==> src/windowed_reorder_receiver_macros.svh <==
// ----------------------------------------------------------------------------
// Assertion macros for the windowed reorder receiver
// Concurrent checks clocked by aclk, disabled while aresetn is low.
// ----------------------------------------------------------------------------
`ifndef WINDOWED_REORDER_RECEIVER_MACROS_SVH
`define WINDOWED_REORDER_RECEIVER_MACROS_SVH
`ifndef SYNTHESIS
// same-cycle implication
`define WRR_ASSERT_NOW(label, ante, cons) \
    label: assert property (@(posedge aclk) disable iff (!aresetn) (ante) |-> (cons)) \
        else $error("windowed_reorder_receiver check failed");
// next-cycle implication
`define WRR_ASSERT_NEXT(label, ante, cons) \
    label: assert property (@(posedge aclk) disable iff (!aresetn) (ante) |=> (cons)) \
        else $error("windowed_reorder_receiver check failed");
`else
`define WRR_ASSERT_NOW(label, ante, cons)
`define WRR_ASSERT_NEXT(label, ante, cons)
`endif
`endif

==> src/wrr_pkg.sv <==
// ----------------------------------------------------------------------------
// wrr_pkg
// Shared widths, reset values, codes and types of the reorder receiver.
// ----------------------------------------------------------------------------
package wrr_pkg;

    localparam int MAX_WINDOW = 16;
    localparam int ADDR_W     = $clog2(MAX_WINDOW);
    localparam int CNT_W      = $clog2(MAX_WINDOW + 1);

    localparam int SEQ_W   = 16;
    localparam int TAG_W   = 16;
    localparam int BYTES_W = 10;
    localparam int WLIM_W  = 5;

    localparam logic [WLIM_W-1:0] WLIM_RESET = WLIM_W'(10);
    localparam logic [SEQ_W-1:0]  LIO_RESET  = {SEQ_W{1'b1}};

    typedef enum logic [1:0] {
        KIND_DELIVER = 2'd0,
        KIND_REPLY   = 2'd1,
        KIND_FINAL   = 2'd2
    } out_kind_t;

    typedef struct packed {
        logic [BYTES_W-1:0] bytes;
        logic [TAG_W-1:0]   tag;
        logic [SEQ_W-1:0]   seq;
    } entry_t;

    // clamp the window register into 1..MAX_WINDOW
    function automatic logic [CNT_W-1:0] eff_limit(input logic [WLIM_W-1:0] wl);
        logic [CNT_W-1:0] r;
        if (wl == '0) begin
            r = CNT_W'(1);
        end else if (32'(wl) > MAX_WINDOW) begin
            r = CNT_W'(MAX_WINDOW);
        end else begin
            r = CNT_W'(wl);
        end
        return r;
    endfunction

endpackage

==> src/wrr_ram.sv <==
// ----------------------------------------------------------------------------
// wrr_ram
// Generic single-write, single-read RAM with registered read data.
// ----------------------------------------------------------------------------
module wrr_ram #(
    parameter int WIDTH = 8,
    parameter int DEPTH = 16
) (
    input  logic                     aclk,
    input  logic                     wr_en,
    input  logic [$clog2(DEPTH)-1:0] wr_addr,
    input  logic [WIDTH-1:0]         wr_data,
    input  logic [$clog2(DEPTH)-1:0] rd_addr,
    output logic [WIDTH-1:0]         rd_data
);

    logic [WIDTH-1:0] mem_reg [DEPTH];
    logic [WIDTH-1:0] rd_data_reg;

    always_ff @(posedge aclk) begin
        if (wr_en) begin
            mem_reg[wr_addr] <= wr_data;
        end
        rd_data_reg <= mem_reg[rd_addr];
    end

    assign rd_data = rd_data_reg;

endmodule

==> src/windowed_reorder_receiver.sv <==
// ----------------------------------------------------------------------------
// windowed_reorder_receiver
// Reorders received segment headers through a small window store and issues
// deliveries, window replies and a final acknowledgement.
// ----------------------------------------------------------------------------
//  channel  | direction | handshake          | payload
//  ---------+-----------+--------------------+-------------------------------
//  s_       | in        | s_tvalid/s_tready  | tdata 48b, tuser 2b, tlast
//  m_       | out       | m_tvalid/m_tready  | tdata 64b, tuser 2b, tlast
//  cfg_     | in        | cfg_valid/cfg_ready| cfg_data 5b (window_limit)
//
// One item at a time: a duplicate search reads every held entry, then a flush
// of a disordered window reads the entries after each output position to find
// the next smallest; the single store read port sets this pace.
// aresetn (synchronous, active low) clears all control state; the store holds
// no reset and is only read below the fill count.
// A stalled m_tready holds the sequencer in its emit step; s_tready stays low
// until every result of the current item has been loaded into the output.
// ----------------------------------------------------------------------------
`include "windowed_reorder_receiver_macros.svh"

module windowed_reorder_receiver (
    input  logic        aclk,
    input  logic        aresetn,
    // input items
    input  logic        s_tvalid,
    output logic        s_tready,
    input  logic [47:0] s_tdata,   // seq_number[15:0], payload_tag[31:16],
                                   // payload_bytes[41:32], zero fill
    input  logic [1:0]  s_tuser,   // is_data[0], is_window_request[1]
    input  logic        s_tlast,   // is_end
    // result items
    output logic        m_tvalid,
    input  logic        m_tready,
    output logic [63:0] m_tdata,   // out_seq[15:0], ack_value[31:16],
                                   // ack_flag[32], window_adv[37:33],
                                   // out_tag[53:38], out_bytes[63:54]
    output logic [1:0]  m_tuser,   // out_kind
    output logic        m_tlast,   // last_of_run
    // window_limit register
    input  logic        cfg_valid,
    output logic        cfg_ready,
    input  logic [4:0]  cfg_data
);

    localparam int SW = wrr_pkg::SEQ_W;
    localparam int CW = wrr_pkg::CNT_W;
    localparam int AW = wrr_pkg::ADDR_W;

    typedef enum logic [3:0] {
        ST_IDLE,
        ST_DUP_RD,
        ST_DUP_CHK,
        ST_DECIDE,
        ST_FL_RD_I,
        ST_FL_GET_I,
        ST_FL_RD_J,
        ST_FL_CMP_J,
        ST_FL_EMIT,
        ST_REPLY,
        ST_FINAL
    } state_t;

    state_t state_reg;

    // architectural state
    logic [wrr_pkg::WLIM_W-1:0] wlim_reg;
    logic [SW-1:0]              lio_reg;
    logic [CW-1:0]              cnt_reg;
    logic                       disorder_reg;
    logic [SW-1:0]              dcount_reg;
    logic [SW-1:0]              ldseq_reg;

    // latched item
    wrr_pkg::entry_t item_reg;
    logic            dat_reg;
    logic            rwa_reg;
    logic            eom_reg;
    logic            dup_reg;
    logic            flushed_reg;

    // scan indexes and flush working entries
    logic [CW-1:0]   idx_reg;   // search index / flush position i
    logic [CW-1:0]   j_reg;
    logic [CW-1:0]   m_reg;
    wrr_pkg::entry_t cur_reg;
    wrr_pkg::entry_t min_reg;

    // output register
    logic        m_valid_reg;
    logic [63:0] m_data_reg;
    logic [1:0]  m_user_reg;
    logic        m_last_reg;

    // store port
    logic            ram_we;
    logic [AW-1:0]   ram_waddr;
    wrr_pkg::entry_t ram_wdata;
    logic [AW-1:0]   ram_raddr;
    wrr_pkg::entry_t ram_rdata;

    logic            out_free;
    logic            out_load;
    logic [CW-1:0]   eff;
    logic [SW-1:0]   next_seq;
    logic            hold_run;
    logic            hold_ahead;
    logic            room;

    assign out_free  = !m_valid_reg || m_tready;
    // an emit step loads the output register this cycle
    assign out_load  = out_free && (state_reg inside {ST_FL_EMIT, ST_REPLY, ST_FINAL});
    assign eff       = wrr_pkg::eff_limit(wlim_reg);
    assign next_seq  = lio_reg + SW'(1);
    assign room      = cnt_reg < eff;
    // in-run data takes priority; ahead-of-run data needs a fresh number
    assign hold_run   = dat_reg && (next_seq == item_reg.seq);
    assign hold_ahead = !hold_run && dat_reg && !dup_reg && (item_reg.seq >= lio_reg);

    assign s_tready  = (state_reg == ST_IDLE);
    assign cfg_ready = 1'b1;
    assign m_tvalid  = m_valid_reg;
    assign m_tdata   = m_data_reg;
    assign m_tuser   = m_user_reg;
    assign m_tlast   = m_last_reg;

    // store write: hold a new entry, or park entry i where the minimum was
    always_comb begin
        ram_we    = 1'b0;
        ram_waddr = cnt_reg[AW-1:0];
        ram_wdata = item_reg;
        if (state_reg == ST_DECIDE) begin
            ram_we = (hold_run || hold_ahead) && room && !(dup_reg && !rwa_reg);
        end else if (state_reg == ST_FL_EMIT) begin
            ram_we    = out_free && (m_reg != idx_reg);
            ram_waddr = m_reg[AW-1:0];
            ram_wdata = cur_reg;
        end
    end

    always_comb begin
        case (state_reg)
            ST_FL_RD_J: ram_raddr = j_reg[AW-1:0];
            default:    ram_raddr = idx_reg[AW-1:0];
        endcase
    end

    wrr_ram #(
        .WIDTH ($bits(wrr_pkg::entry_t)),
        .DEPTH (wrr_pkg::MAX_WINDOW)
    ) u_store (
        .aclk    (aclk),
        .wr_en   (ram_we),
        .wr_addr (ram_waddr),
        .wr_data (ram_wdata),
        .rd_addr (ram_raddr),
        .rd_data (ram_rdata)
    );

    always_ff @(posedge aclk) begin
        if (!aresetn) begin
            state_reg    <= ST_IDLE;
            wlim_reg     <= wrr_pkg::WLIM_RESET;
            lio_reg      <= wrr_pkg::LIO_RESET;
            cnt_reg      <= '0;
            disorder_reg <= 1'b0;
            dcount_reg   <= '0;
            ldseq_reg    <= '0;
            m_valid_reg  <= 1'b0;
        end else begin
            if (cfg_valid && cfg_ready) begin
                wlim_reg <= cfg_data;
            end
            // drop the sent item unless an emit step reloads the output
            if (m_valid_reg && m_tready && !out_load) begin
                m_valid_reg <= 1'b0;
            end
            case (state_reg)
                ST_IDLE: begin
                    if (s_tvalid) begin
                        item_reg.seq   <= s_tdata[15:0];
                        item_reg.tag   <= s_tdata[31:16];
                        item_reg.bytes <= s_tdata[41:32];
                        dat_reg     <= s_tuser[0];
                        rwa_reg     <= s_tuser[1];
                        eom_reg     <= s_tlast;
                        dup_reg     <= 1'b0;
                        flushed_reg <= 1'b0;
                        idx_reg     <= '0;
                        state_reg   <= (cnt_reg == '0) ? ST_DECIDE : ST_DUP_RD;
                    end
                end
                ST_DUP_RD: begin
                    state_reg <= ST_DUP_CHK;
                end
                ST_DUP_CHK: begin
                    if (ram_rdata.seq == item_reg.seq) begin
                        dup_reg <= 1'b1;
                    end
                    idx_reg   <= idx_reg + CW'(1);
                    state_reg <= (idx_reg + CW'(1) == cnt_reg) ? ST_DECIDE : ST_DUP_RD;
                end
                ST_DECIDE: begin
                    idx_reg <= '0;
                    if (dup_reg && !rwa_reg) begin
                        // drop a repeated segment
                        state_reg <= ST_IDLE;
                    end else begin
                        if (hold_run) begin
                            if (room) begin
                                lio_reg <= item_reg.seq;
                                cnt_reg <= cnt_reg + CW'(1);
                            end
                        end else if (hold_ahead) begin
                            if (room) begin
                                disorder_reg <= 1'b1;
                                cnt_reg      <= cnt_reg + CW'(1);
                            end
                        end else if (rwa_reg && (next_seq == item_reg.seq)) begin
                            lio_reg <= item_reg.seq;
                        end
                        if (eom_reg) begin
                            state_reg <= ST_FL_RD_I;
                        end else if (rwa_reg) begin
                            if ((item_reg.seq != '0) &&
                                (cnt_reg + CW'((hold_run || hold_ahead) && room) >= eff)) begin
                                flushed_reg <= 1'b1;
                                state_reg   <= ST_FL_RD_I;
                            end else begin
                                state_reg <= ST_REPLY;
                            end
                        end else begin
                            state_reg <= ST_IDLE;
                        end
                    end
                end
                ST_FL_RD_I: begin
                    if (idx_reg == cnt_reg) begin
                        // store drained: reset window bookkeeping
                        cnt_reg      <= '0;
                        disorder_reg <= 1'b0;
                        state_reg    <= eom_reg ? ST_FINAL : ST_REPLY;
                    end else begin
                        state_reg <= ST_FL_GET_I;
                    end
                end
                ST_FL_GET_I: begin
                    cur_reg <= ram_rdata;
                    min_reg <= ram_rdata;
                    m_reg   <= idx_reg;
                    j_reg   <= idx_reg + CW'(1);
                    if (disorder_reg && (idx_reg + CW'(1) < cnt_reg)) begin
                        state_reg <= ST_FL_RD_J;
                    end else begin
                        state_reg <= ST_FL_EMIT;
                    end
                end
                ST_FL_RD_J: begin
                    state_reg <= ST_FL_CMP_J;
                end
                ST_FL_CMP_J: begin
                    // first strictly smaller number wins
                    if (ram_rdata.seq < min_reg.seq) begin
                        min_reg <= ram_rdata;
                        m_reg   <= j_reg;
                    end
                    j_reg     <= j_reg + CW'(1);
                    state_reg <= (j_reg + CW'(1) == cnt_reg) ? ST_FL_EMIT : ST_FL_RD_J;
                end
                ST_FL_EMIT: begin
                    if (out_free) begin
                        m_valid_reg <= 1'b1;
                        m_user_reg  <= wrr_pkg::KIND_DELIVER;
                        m_last_reg  <= 1'b0;
                        m_data_reg  <= {min_reg.bytes, min_reg.tag, 5'd0, 1'b0,
                                        16'd0, min_reg.seq};
                        ldseq_reg   <= min_reg.seq;
                        dcount_reg  <= dcount_reg + SW'(1);
                        idx_reg     <= idx_reg + CW'(1);
                        state_reg   <= ST_FL_RD_I;
                    end
                end
                ST_REPLY: begin
                    if (out_free) begin
                        m_valid_reg <= 1'b1;
                        m_user_reg  <= wrr_pkg::KIND_REPLY;
                        m_last_reg  <= 1'b1;
                        if (item_reg.seq == '0) begin
                            m_data_reg <= {26'd0, wlim_reg, 1'b0, 16'd0, 16'd0};
                        end else if (flushed_reg) begin
                            m_data_reg <= {26'd0, wlim_reg, 1'b1, dcount_reg, 16'd0};
                        end else begin
                            m_data_reg <= {26'd0, wlim_reg, 1'b1, lio_reg, 16'd0};
                        end
                        state_reg <= ST_IDLE;
                    end
                end
                ST_FINAL: begin
                    if (out_free) begin
                        m_valid_reg  <= 1'b1;
                        m_user_reg   <= wrr_pkg::KIND_FINAL;
                        m_last_reg   <= 1'b1;
                        m_data_reg   <= {26'd0, wlim_reg, 1'b1, ldseq_reg, ldseq_reg};
                        // end of message: back to reset values
                        lio_reg      <= wrr_pkg::LIO_RESET;
                        cnt_reg      <= '0;
                        disorder_reg <= 1'b0;
                        dcount_reg   <= '0;
                        ldseq_reg    <= '0;
                        state_reg    <= ST_IDLE;
                    end
                end
                default: begin
                    state_reg <= ST_IDLE;
                end
            endcase
        end
    end

    `WRR_ASSERT_NOW(a_cnt_bound, 1'b1, 32'(cnt_reg) <= wrr_pkg::MAX_WINDOW)
    `WRR_ASSERT_NEXT(a_busy_after_accept, s_tvalid && s_tready, !s_tready)
    `WRR_ASSERT_NOW(a_final_is_last, m_tvalid && (m_tuser == wrr_pkg::KIND_FINAL), m_tlast)
    `WRR_ASSERT_NOW(a_delivery_not_last, m_tvalid && (m_tuser == wrr_pkg::KIND_DELIVER), !m_tlast)

endmodule

==> config.mk <==
export PLATFORM = sky130hd
export DESIGN_NAME = windowed_reorder_receiver
export DESIGN_NICKNAME = d
export VERILOG_FILES = /design/src/wrr_pkg.sv /design/src/wrr_ram.sv /design/src/windowed_reorder_receiver.sv
export VERILOG_INCLUDE_DIRS = /design/src /design/src/src
export SDC_FILE = /design/constraint.sdc
export NUM_CORES = 1
export LEC_CHECK = 0
export BUFFER_PORTS_ARGS = -buffer_cell sky130_fd_sc_hd__buf_2
export CORE_ASPECT_RATIO = 0.5
export CORE_MARGIN = 2
export CORE_UTILIZATION = 30
export DETAILED_ROUTE_END_ITERATION = 10
export GPL_ROUTABILITY_DRIVEN = 0
export MAX_ROUTING_LAYER = met4
export PLACE_DENSITY_LB_ADDON = 0.05
export SETUP_SLACK_MARGIN = 0.15
export SYNTH_ARGS = -nofsm -noshare
export SYNTH_HDL_FRONTEND = slang
export SYNTH_SLANG_ARGS = --single-unit
==> constraint.sdc <==
create_clock -name aclk -period 5 [get_ports aclk]
set_input_delay 1 -clock aclk [delete_from_list [all_inputs] [get_ports aclk]]
set_output_delay 1 -clock aclk [all_outputs]
set_load 0.03 [all_outputs]
=== After elaboration in Yosys (flattened, before gate mapping) ===
Memory sizes are Yosys's and may differ from the RTL's. A register that Yosys moved wholly into a read port is not among the register bits.
Cells that the tools add are included.

* Bits in registers: 277
* RAM bits: 672
* Input bits: 61
* Logic and storage cells: 210
* Memories kept: 1

* Add/sub/neg operators: 6
* $lt $le $gt $ge: 6
* Equality and inequality tests: 35
* Multiplexer cells: 82
* Reduce and logical (&&, ||, !) cells: 52

{| class="wikitable"
|+ Memories
! name !! depth !! width !! rd ports !! clocked after memory_dff !! write ports !! line !! text
|-
| u_store.mem_reg || 16 || 42 || 1 || 1 || 1 || wrr_ram.sv:17 || <nowiki>logic [WIDTH-1:0] mem_reg [DEPTH];</nowiki>
|}

{| class="wikitable"
|+ Operators by type and width
! operator !! number
|-
| two-way mux 64 bit || 3
|-
| case mux 64 bit (3 select lines) || 1
|-
| two-way mux 16 bit || 9
|-
| two-way mux 42 bit || 3
|-
| case mux 16 bit (2 select lines) || 3
|-
| case mux 42 bit (2 select lines) || 1
|-
| two-way mux 5 bit || 11
|-
| two-way mux 4 bit || 13
|-
| case mux 4 bit (10 select lines) || 1
|-
| two-way mux 33 bit || 1
|-
| adder 16 x 1 -> 16 bit (second input constant) || 2
|-
| == test 16 bit || 2
|-
| two-way mux 32 bit || 1
|-
| != test 2 bit (second input constant) || 13
|-
| two-way mux 1 bit || 20
|-
| case mux 5 bit (2 select lines) || 2
|-
| case mux 5 bit (4 select lines) || 1
|-
| == test 4 x 3 -> 1 bit (second input constant) || 4
|-
| greater-or-equal comparator 16 bit || 1
|-
| zero test 16 bit || 1
|-
| < comparator 16 bit || 1
|-
| nonzero test 16 bit || 1
|-
| adder 5 x 1 -> 5 bit (second input constant) || 3
|-
| == test 5 bit || 3
|-
| 32 further kinds || 80
|}

=== Logic depth before layout (Yosys ltp) ===
Gate-level depths: netlist of the first run.

* Depth after elaboration: 17
* Depth in mapped cells: 21

=== Cells and area by module ===
From an unflattened synthesis of the first run, not the netlist that was laid out.

* Cells, all modules: 2157
* Area total of the unflattened synthesis: 38982.4 um^2

{| class="wikitable"
|+ By module, submodules not included
! module !! times used !! cells an instance !! area each (um^2)
|-
| wrr_ram || 1 || 1092 || 26053.7
|-
| windowed_reorder_receiver || 1 || 1065 || 12928.6
|}

=== Worst setup path after synthesis of the first run ===
Ideal clock, no wire load.

* Path kind: flip-flop to flip-flop
* Start point: register min_reg[1] (netlist bit)
* End point: register m_reg[0], enable pin
* Library setup time: 0.467 ns
* Arrival time: 4.114 ns
* Required time: 4.533 ns
* Setup slack: 0.418 ns
* Stages on the path, launching flop included: 10
* Buffers on the path: 0
* Period minus slack after synthesis: 4.582 ns
* Cells stage by stage: edfxtp_1 inv_1 ha_1 a21o_1 a21o_1 a21o_1 a21o_1 a2111oi_0 o31ai_1 a21oi_1

* Longest elaborated chain between the ends: 3

{| class="wikitable"
|+ RTL lines
! what !! line !! text
|-
| from (decl) || windowed_reorder_receiver.sv:87 || <nowiki>wrr_pkg::entry_t min_reg;</nowiki>
|-
| from (signal assigned) || windowed_reorder_receiver.sv:249 || <nowiki>min_reg <= ram_rdata;</nowiki>
|-
| from (signal assigned) || windowed_reorder_receiver.sv:264 || <nowiki>min_reg <= ram_rdata;</nowiki>
|-
| < comparator 16 bit || windowed_reorder_receiver.sv:263 || <nowiki>if (ram_rdata.seq < min_reg.seq) begin</nowiki>
|-
| != test 2 bit (no source line) || - ||
|-
| AND reduction 3 bit (no source line) || - ||
|-
| to (signal assigned) || windowed_reorder_receiver.sv:250 || <nowiki>m_reg <= idx_reg;</nowiki>
|-
| to (signal assigned) || windowed_reorder_receiver.sv:265 || <nowiki>m_reg <= j_reg;</nowiki>
|-
| to (decl) || windowed_reorder_receiver.sv:85 || <nowiki>logic [CW-1:0] m_reg;</nowiki>
|}

Every way passes these cells.
A chain may end at the register's enable or synchronous reset.

=== Final worst setup path of the first run ===
* Start point: register item_reg[0] (netlist bit)
* End point: register flushed_reg, enable pin

* Longest elaborated chain between the ends: 13

{| class="wikitable"
|+ RTL lines
! what !! line !! text
|-
| from (decl) || windowed_reorder_receiver.sv:75 || <nowiki>wrr_pkg::entry_t item_reg;</nowiki>
|-
| parallel branches: the longest is 10 deep, another holds greater-or-equal comparator 16 bit || - ||
|-
| logical AND 1 bit * || windowed_reorder_receiver.sv:225 || <nowiki>if ((item_reg.seq != '0) &&</nowiki>
|-
| != test 2 x 1 -> 1 bit (no source line) * || - ||
|-
| AND reduction 7 bit (no source line) * || - ||
|-
| to (signal assigned) || windowed_reorder_receiver.sv:188 || <nowiki>flushed_reg <= 1'b0;</nowiki>
|-
| to (signal assigned) || windowed_reorder_receiver.sv:227 || <nowiki>flushed_reg <= 1'b1;</nowiki>
|-
| to (decl) || windowed_reorder_receiver.sv:80 || <nowiki>logic flushed_reg;</nowiki>
|}

Every way passes the cells marked *.

==> metrics.cfg, run 1 <==
[status]
status = completed

[min_path]
min_path_cells = 0
hold_path.class = reg -> reg
hold_end = min_reg[19]$_DFFE_PP_
min_from = u_store.rd_data[19]$_DFF_P_

[drt]
vias = 20812
wl_microns = 111000
drtIter0Drc = 1501
ant_nets = 0
drc_errors = 0
wl_per_cell_microns = 25.6
firstDrtPassIters = 5
via_per_inst = 4.79

[grt]
grt_max_degree = 85
grt_pass1_vias = 21673
grt_pass1_wl_microns = 160000
grt-busiest-layer = met2
grtUsageMet2_pct = 26.2
antenna_found_initial = 2
track_usage_pct = 17.1
grt_util_met1_pct = 23.9
overflow = 0
grt_use_met3_pct = 2.81

[yosys]
yosysSeqAreaShare_pct = 72.7
yosys.cell_count.top_type = edfxtp_1
synthCells = 2292
synth_area_sq_um = 39500
async_flop_share_pct = 0
synth_flop_cell = edfxtp_1
synth-edff-count = 885
synth_top_area_share_pct = 67.3
synthTopCellsByCount = 885 x edfxtp_1, 224 x nand2_1, 168 x mux4_2
synth_nets = 2406
yosysTopAreaCell = edfxtp_1
synth_seq_cells = 991
netlist_top_cells_area = edfxtp_1 67%, mux4_2 9.6%, dfxtp_1 5.4%
ys_types = 82
synth.avg_cell_area_sq_um = 17.2
ys_warn_count = 0

[timing]
relSlewSlack_pct = 30.8
finalHoldViolations = 0
finalSetupViolCount = 0
maxSlewViolCount = 0
fin_setup_tns_ps = 0
fin_crit_sh_pct = 91.3
hold_slack_ps = 428
rsz0062_at_grt = false
fmax_mhz = 219
finClkSkew_ps = 26.9
tightest_slew_ps = 1040
final_period_minus_worst_setup_slack_ps = 4570

[power_and_ir_drop]
fin_total_pwr_w = 0.0199
p_int_w = 0.0149
seqPwrFrac_pct = 48.3
swShare_pct = 24.7
p_leak_nw = 15.7
clkPwrFrac_pct = 39.9
power_switching_w = 0.00491
peakVddDrop_uv = 270
power_density_nw_per_um2 = 428
pwr-share-comb_pct = 11.8

[critical_path]
r2r_start = item_reg[0]$_DFFE_PP_
reg2reg_setup_slack_ps = 430
critPathMaxFanout = 4
cp_common_cell = ha_1
cp_slowest_cell = nor4_4
path_cells = inv_1 -> ha_1 -> a2111oi_0 -> o211a_1 -> o211ai_1 -> nor4_4 -> a21oi_2 -> nor3_1 -> ha_1 -> ha_1 -> ha_1 -> a21o_1 -> a21o_1 -> a21oi_1 -> nor2b_1 -> o21a_1 -> a21oi_1 -> a211oi_1
required_ps = 5440
max_stage_delay_ps = 510
r2r-end = flushed_reg$_DFFE_PP_
end_kind = flip-flop
cp-start-kind = flip-flop
r2r_cells = 18
crit_type = reg -> reg
cp.arrival_ps = 5000

[layout]
postLayoutCellArea_sq_um = 46400
area_growth_pct = 17.5
drive_gt1_share_pct = 23.7
largest_reg_flops = 672
num-nets-final = 2599

[die]
start_util_pct = 30.1
core-area_sq_um = 131000
io_pins = 131
dieArea_sq_um = 135000
die_x_microns = 517
fp.dieH_microns = 260
rows = 94

[flow_run]
maxCapViolCount = 0

[placement]
io_buffer_count = 123
dp_hpwl_microns = 62100
post_dp_cell_area_sq_um = 43000

[clocking]
clk_latency_ps = 700
post_cts_buffers = 0
tritoncts = yes
cts_max_level = 3
numCtsBuffers = 98
cts_root_buf = clkbuf_16
cts.sinks = 991
clk_pin_slew_ps = 70
clockBufferDepth = 3

-- logic make-up after synthesis --
kind of cell	count (synthesis)	synth area share (%)
other	1	0.00950
XOR/XNOR	73	1.62
multiplexers	210	10.7
adder cells (fa/ha/maj)	53	1.68
buffers and inverters	181	2.04
flip-flops	991	72.7
AO/OA/AOI/OAI	271	4.72
AND/OR/NAND/NOR	512	6.51
-- placed cells by master, fill, tap and decap left out, types with 6 or more instances in the layout --
| master | instances |
|---|---|
| o22a_2 | 6 |
| mux2i_1 | 19 |
| and2_1 | 66 |
| nand4_1 | 14 |
| nand3_1 | 26 |
| bufinv_16 | 14 |
| a21oi_1 | 20 |
| o21ai_0 | 52 |
| o31ai_1 | 11 |
| a31oi_1 | 44 |
| buf_2 | 123 |
| nor2b_1 | 32 |
| clkbuf_1 | 17 |
| a211oi_1 | 46 |
| nand2_1 | 223 |
| xor2_1 | 44 |
| inv_1 | 56 |
| clkbuf_8 | 12 |
| o211ai_1 | 7 |
| o22a_1 | 10 |
| clkinv_2 | 18 |
| xnor2_1 | 29 |
| nor4_1 | 10 |
| dfxtp_1 | 106 |
| and3_2 | 17 |
| clkbuf_16 | 100 |
| mux4_2 | 168 |
| and3_1 | 9 |
| nand3b_1 | 7 |
| nor2_1 | 49 |
| clkinv_1 | 15 |
| buf_12 | 35 |
| edfxtp_1 | 885 |
| a22oi_1 | 17 |
| nand2b_1 | 7 |
| mux2_2 | 18 |
| buf_4 | 58 |
| nor3_1 | 11 |
| a21o_1 | 13 |
| ha_1 | 53 |
-- per-layer routing --
| layer | routed length (microns) | share of wire [%] |
|---|---|---|
| met5 | 0 | 0 |
| met3 | 3750 | 3.4 |
| met4 | 2320 | 2.1 |
| met1 | 54200 | 49 |
| met2 | 51100 | 46 |
-- power groups by stage --
stage	clock [W]	combinational [W]	sequential, W
final	0.00792	0.00234	0.00960
after global routing	0.00848	0.00258	0.00963
after CTS	0.00815	0.00241	0.00961
after detailed placement	0	0.00240	0.00979
after global placement	0	0.00241	0.00979
after floorplan	0	0.00158	0.00966
-- worst max-delay path: cells and delay by family, from the launching register on --
kind,cells,cell delay (ps)
AOI/OAI and AO/OA,10,1900
adders and majority gates,4,1000
buffers and inverters,1,130
DFF,1,450
and+or+nand+nor,3,840
-- final cells by class --
| cell class | count | area, sq um |
|---|---|---|
| fillers | 12479 | 84600 |
| flip-flops and latches | 991 | 28700 |
| multi-input cells | 1120 | 10100 |
| clock buffers | 129 | 2730 |
| well taps | 1776 | 2220 |
| repair buffers | 216 | 1750 |
| clock inverters | 54 | 664 |
| inverters | 58 | 218 |
| diodes | 1 | 2.50 |
-- how the worst max path moves through the flow --
stage / start / to / slack [ps]
3_5_place_dp: lio_reg[3]$_SDFFE_PN1P_ / flushed_reg$_DFFE_PP_ / 450
6_report: item_reg[0]$_DFFE_PP_ / flushed_reg$_DFFE_PP_ / 430
5_1_grt: lio_reg[3]$_SDFFE_PN1P_ / flushed_reg$_DFFE_PP_ / 180
2_1_floorplan: min_reg[1]$_DFFE_PP_ / m_reg[0]$_DFFE_PP_ / 420
4_1_cts: item_reg[0]$_DFFE_PP_ / flushed_reg$_DFFE_PP_ / 370
3_3_place_gp: lio_reg[3]$_SDFFE_PN1P_ / flushed_reg$_DFFE_PP_ / 490
-- metrics by stage --
| step | setup slack [ps] | utilization (%) | instances |
|---|---|---|---|
| floorplan | 418 | - | 2292 |
| global placement | 488 | 32.8 | 4161 |
| detailed placement | 451 | 32.8 | 4161 |
| CTS | 373 | 35.4 | 4344 |
| global route | 176 | 35.4 | 4345 |
| finish | 435 | 35.4 | 4345 |
-- repair_timing --
action / in CTS / in global routing
resized for setup: 0 / 1
endpoints found under the setup margin: 0 / 1
hold buffers: 0 / 0
Note: power is estimated with default switching activity, not from simulation.
==> run 2: changes to the inputs <==
--- a/config.mk
+++ b/config.mk
@@ -15,4 +15,5 @@
 export MAX_ROUTING_LAYER = met4
 export PLACE_DENSITY_LB_ADDON = 0.05
+export RECOVER_POWER = 25
 export SETUP_SLACK_MARGIN = 0.15
 export SYNTH_ARGS = -nofsm -noshare
==> constraint.sdc (replaced) <==
create_clock -name aclk -period 5 [get_ports aclk]
set_input_delay 0.75 -clock aclk [delete_from_list [all_inputs] [get_ports aclk]]
set_output_delay 0.75 -clock aclk [all_outputs]
set_load 0.03 [all_outputs]
==> run 2 against run 1 <==
Total power shrank 2.4%; clock skew shrank 4.7 ps; first-iteration DRC count grew 15%; clock-buffer cell count shrank 2; utilization shrank 0.30 points; final cell count shrank 0.18%; the run now ends with max-capacitance violations, max-slew violations left; critical endpoint unchanged; combinational power shrank 3%.
==> metrics.cfg, run 2 (synthesis gave the netlist of run 1 again) <==
[status]
status = complete, but fails checks  ; was completed
violations = max-capacitance violations, max-slew violations

[layout]
num-fill-cells = 12537  ; was 12479
largest_reg_flops = 672  ; unchanged
area_growth_pct = 16.5  ; was 17.5%
final_cell_mix = 885 x edfxtp_1, 223 x nand2_1, 168 x mux4_2  ; unchanged
num-nets-final = 2590  ; was 2599
regArea_sq_um = 28700  ; unchanged
instances_no_fill = 4337  ; was 4345
multiInputGateArea_sq_um = 10100  ; about the same
drive_gt1_share_pct = 19.8  ; was 23.7%
final_common_cell = edfxtp_1  ; unchanged

[timing]
tightest_slew_ps = 2960  ; was 1040 ps
fin_crit_sh_pct = 90.6  ; was 91.3%
finClkSkew_ps = 22.2  ; was 26.9 ps
final_period_minus_worst_setup_slack_ps = 4530  ; was 4570 ps
rsz0062_at_grt = false  ; unchanged
finalSetupViolCount = 0  ; unchanged
hold_slack_ps = 219  ; was 428 ps
fin_setup_tns_ps = 0  ; unchanged
finalHoldViolations = 0  ; unchanged
fmax_mhz = 221  ; was 219 MHz
maxSlewViolCount = 233  ; was 0
relSlewSlack_pct = -97.6  ; was 30.8%
setup_ws_ps = 468  ; was 435 ps

[placement]
dp_cells = 4154  ; was 4161
dp_slack_ps = 525  ; was 451 ps
io_buffer_count = 123  ; unchanged
dp_hpwl_microns = 63400  ; was 62100 microns

[power_and_ir_drop]
peakVddDrop_uv = 248  ; was 270 uV
p_leak_nw = 15.3  ; was 15.7 nW
power_density_nw_per_um2 = 422  ; was 428 nW/um^2

[clocking]
clk_pin_slew_ps = 70  ; about the same
cts_resized = 0  ; unchanged
cts_max_level = 3  ; unchanged
cts_root_buf = clkbuf_16  ; unchanged
numCtsBuffers = 96  ; was 98
tritoncts = yes  ; unchanged
clk_latency_ps = 710  ; was 700 ps
ctsHoldBuffers = 0  ; unchanged
clockBufferDepth = 3  ; unchanged
cts.sinks = 991  ; unchanged
post_cts_buffers = 0  ; unchanged

[critical_path]
cp.buffers_inverters = 2  ; was 1
cp_common_cell = ha_1  ; unchanged
end_kind = flip-flop  ; unchanged
crit_family = compound AO/OA/AOI/OAI gates  ; unchanged
cp.arrival_ps = 4970  ; was 5000 ps
reg2reg_setup_slack_ps = 470  ; was 430 ps
required_ps = 5440  ; about the same
path_cells = inv_1 -> ha_1 -> a211o_1 -> a21oi_1 -> o21ai_0 -> a2111oi_0 -> buf_4 -> o22ai_1 -> a21oi_2 -> nor3_1 -> ha_1 -> ha_1 -> ha_1 -> a21o_1 -> a21o_1 -> a21oi_1 -> nor2b_1 -> o21a_1 -> a21oi_1 -> a211oi_1  ; was inv_1 -> ha_1 -> a2111oi_0 -> o211a_1 -> o211ai_1 -> nor4_4 -> a21oi_2 -> nor3_1 -> ha_1 -> ha_1 -> ha_1 -> a21o_1 -> a21o_1 -> a21oi_1 -> nor2b_1 -> o21a_1 -> a21oi_1 -> a211oi_1
r2r-end = flushed_reg$_DFFE_PP_  ; unchanged
crit_type = reg -> reg  ; unchanged
cp_slowest_cell = dfxtp_1  ; was nor4_4
critPathMaxFanout = 10  ; was 4
r2r_start = lio_reg[5]$_SDFFE_PN1P_  ; was item_reg[0]$_DFFE_PP_
max_stage_delay_ps = 540  ; was 510 ps
cp-start-kind = flip-flop  ; unchanged
r2r_cells = 20  ; was 18

[die]
io_pins = 131  ; unchanged
die_x_microns = 517  ; unchanged
fp.dieH_microns = 260  ; unchanged
rows = 94  ; unchanged
start_util_pct = 30.1  ; unchanged
dieArea_sq_um = 135000  ; unchanged
core-area_sq_um = 131000  ; unchanged

[min_path]
min_from = s_tdata[17]  ; was u_store.rd_data[19]$_DFF_P_
min_path_cells = 1  ; was 0
hold_end = item_reg[17]$_DFFE_PP_  ; was min_reg[19]$_DFFE_PP_
hold_path.class = in -> reg  ; was reg -> reg

[drt]
dr_wl_met2_microns = 50900  ; was 51100 microns
vias = 20987  ; was 20812
routed-wl-met3_microns = 3550  ; was 3750 microns
wl_met1_microns = 56000  ; was 54200 microns
wl_microns = 113000  ; was 111000 microns
drtIter0Drc = 1719  ; was 1501
ant_nets = 0  ; unchanged
highest_layer = met4  ; unchanged
via_per_inst = 4.84  ; was 4.79
firstDrtPassIters = 5  ; unchanged
wl_per_cell_microns = 26.1  ; was 25.6 microns
drc_errors = 0  ; unchanged

[grt]
overflow = 0  ; unchanged
grt_max_degree = 85  ; unchanged
grt_pass1_vias = 21737  ; was 21673
antenna_found_initial = 3  ; was 2
grt_pass1_wl_microns = 162000  ; was 160000 microns
track_usage_pct = 17.4  ; was 17.1%

[flow_run]
maxCapViolCount = 6  ; was 0

[run 2: cell types whose count changed in the layout (fill, tap and decap cells not counted), sizes merged]
| cell | delta |
|---|---|
| clkinv | +6 |
| buf | -101 |
| clkinvlp | +1 |
| inv | +1 |
| bufinv | -7 |
| clkbuf | +92 |
[run 2: through the flow]
step	util, %	power (W)	cell area, sq um
final	35.1	0.0194	46000
after global routing	35.1	0.0202	46000
after CTS	35.2	0.0197	46200
after detailed placement	32.8	0.0122	43000
after global placement	32.8	0.0122	43000
after floorplan	-	0.0112	39500
[run 2: routing by layer]
layer | global-route usage [%] | vias to the layer above
met5 | - | -
met4 | 4.32 | 0
met3 | 2.39 | 161
met2 | 26.1 | 372
met1 | 24.8 | 11093
li1 | - | 9361
[run 2: worst max-delay path by stage]
stage,from,slack (ps),depth (start not counted),endpoint
global route,lio_reg[5]$_SDFFE_PN1P_,180,20,flushed_reg$_DFFE_PP_
finish,lio_reg[5]$_SDFFE_PN1P_,470,20,flushed_reg$_DFFE_PP_
CTS,lio_reg[2]$_SDFFE_PN1P_,480,17,flushed_reg$_DFFE_PP_
global placement,lio_reg[5]$_SDFFE_PN1P_,450,21,flushed_reg$_DFFE_PP_
detailed placement,lio_reg[2]$_SDFFE_PN1P_,520,17,flushed_reg$_DFFE_PP_
floorplan,min_reg[1]$_DFFE_PP_,420,9,m_reg[0]$_DFFE_PP_
[run 2: where the power goes]
part | internal [W] | switching, W | total [W] | leakage, nW
Combinational | 0.000949 | 0.00132 | 0.00227 | 4.79
Sequential | 0.00938 | 0.000259 | 0.00964 | 8.90
Clock | 0.00416 | 0.00333 | 0.00749 | 1.57
Total | 0.0145 | 0.00491 | 0.0194 | 15.3
[run 2: layout make-up]
cell class                 count  share of cell area, %
clock inverter                55                   1.10
clock buffer                 127                   5.83
tap                         1776                   4.83
inverter                      58                  0.473
multi-input combinational   1120                   21.9
antenna                        1                0.00544
sequential                   991                   62.4
timing repair buffer         209                   3.46
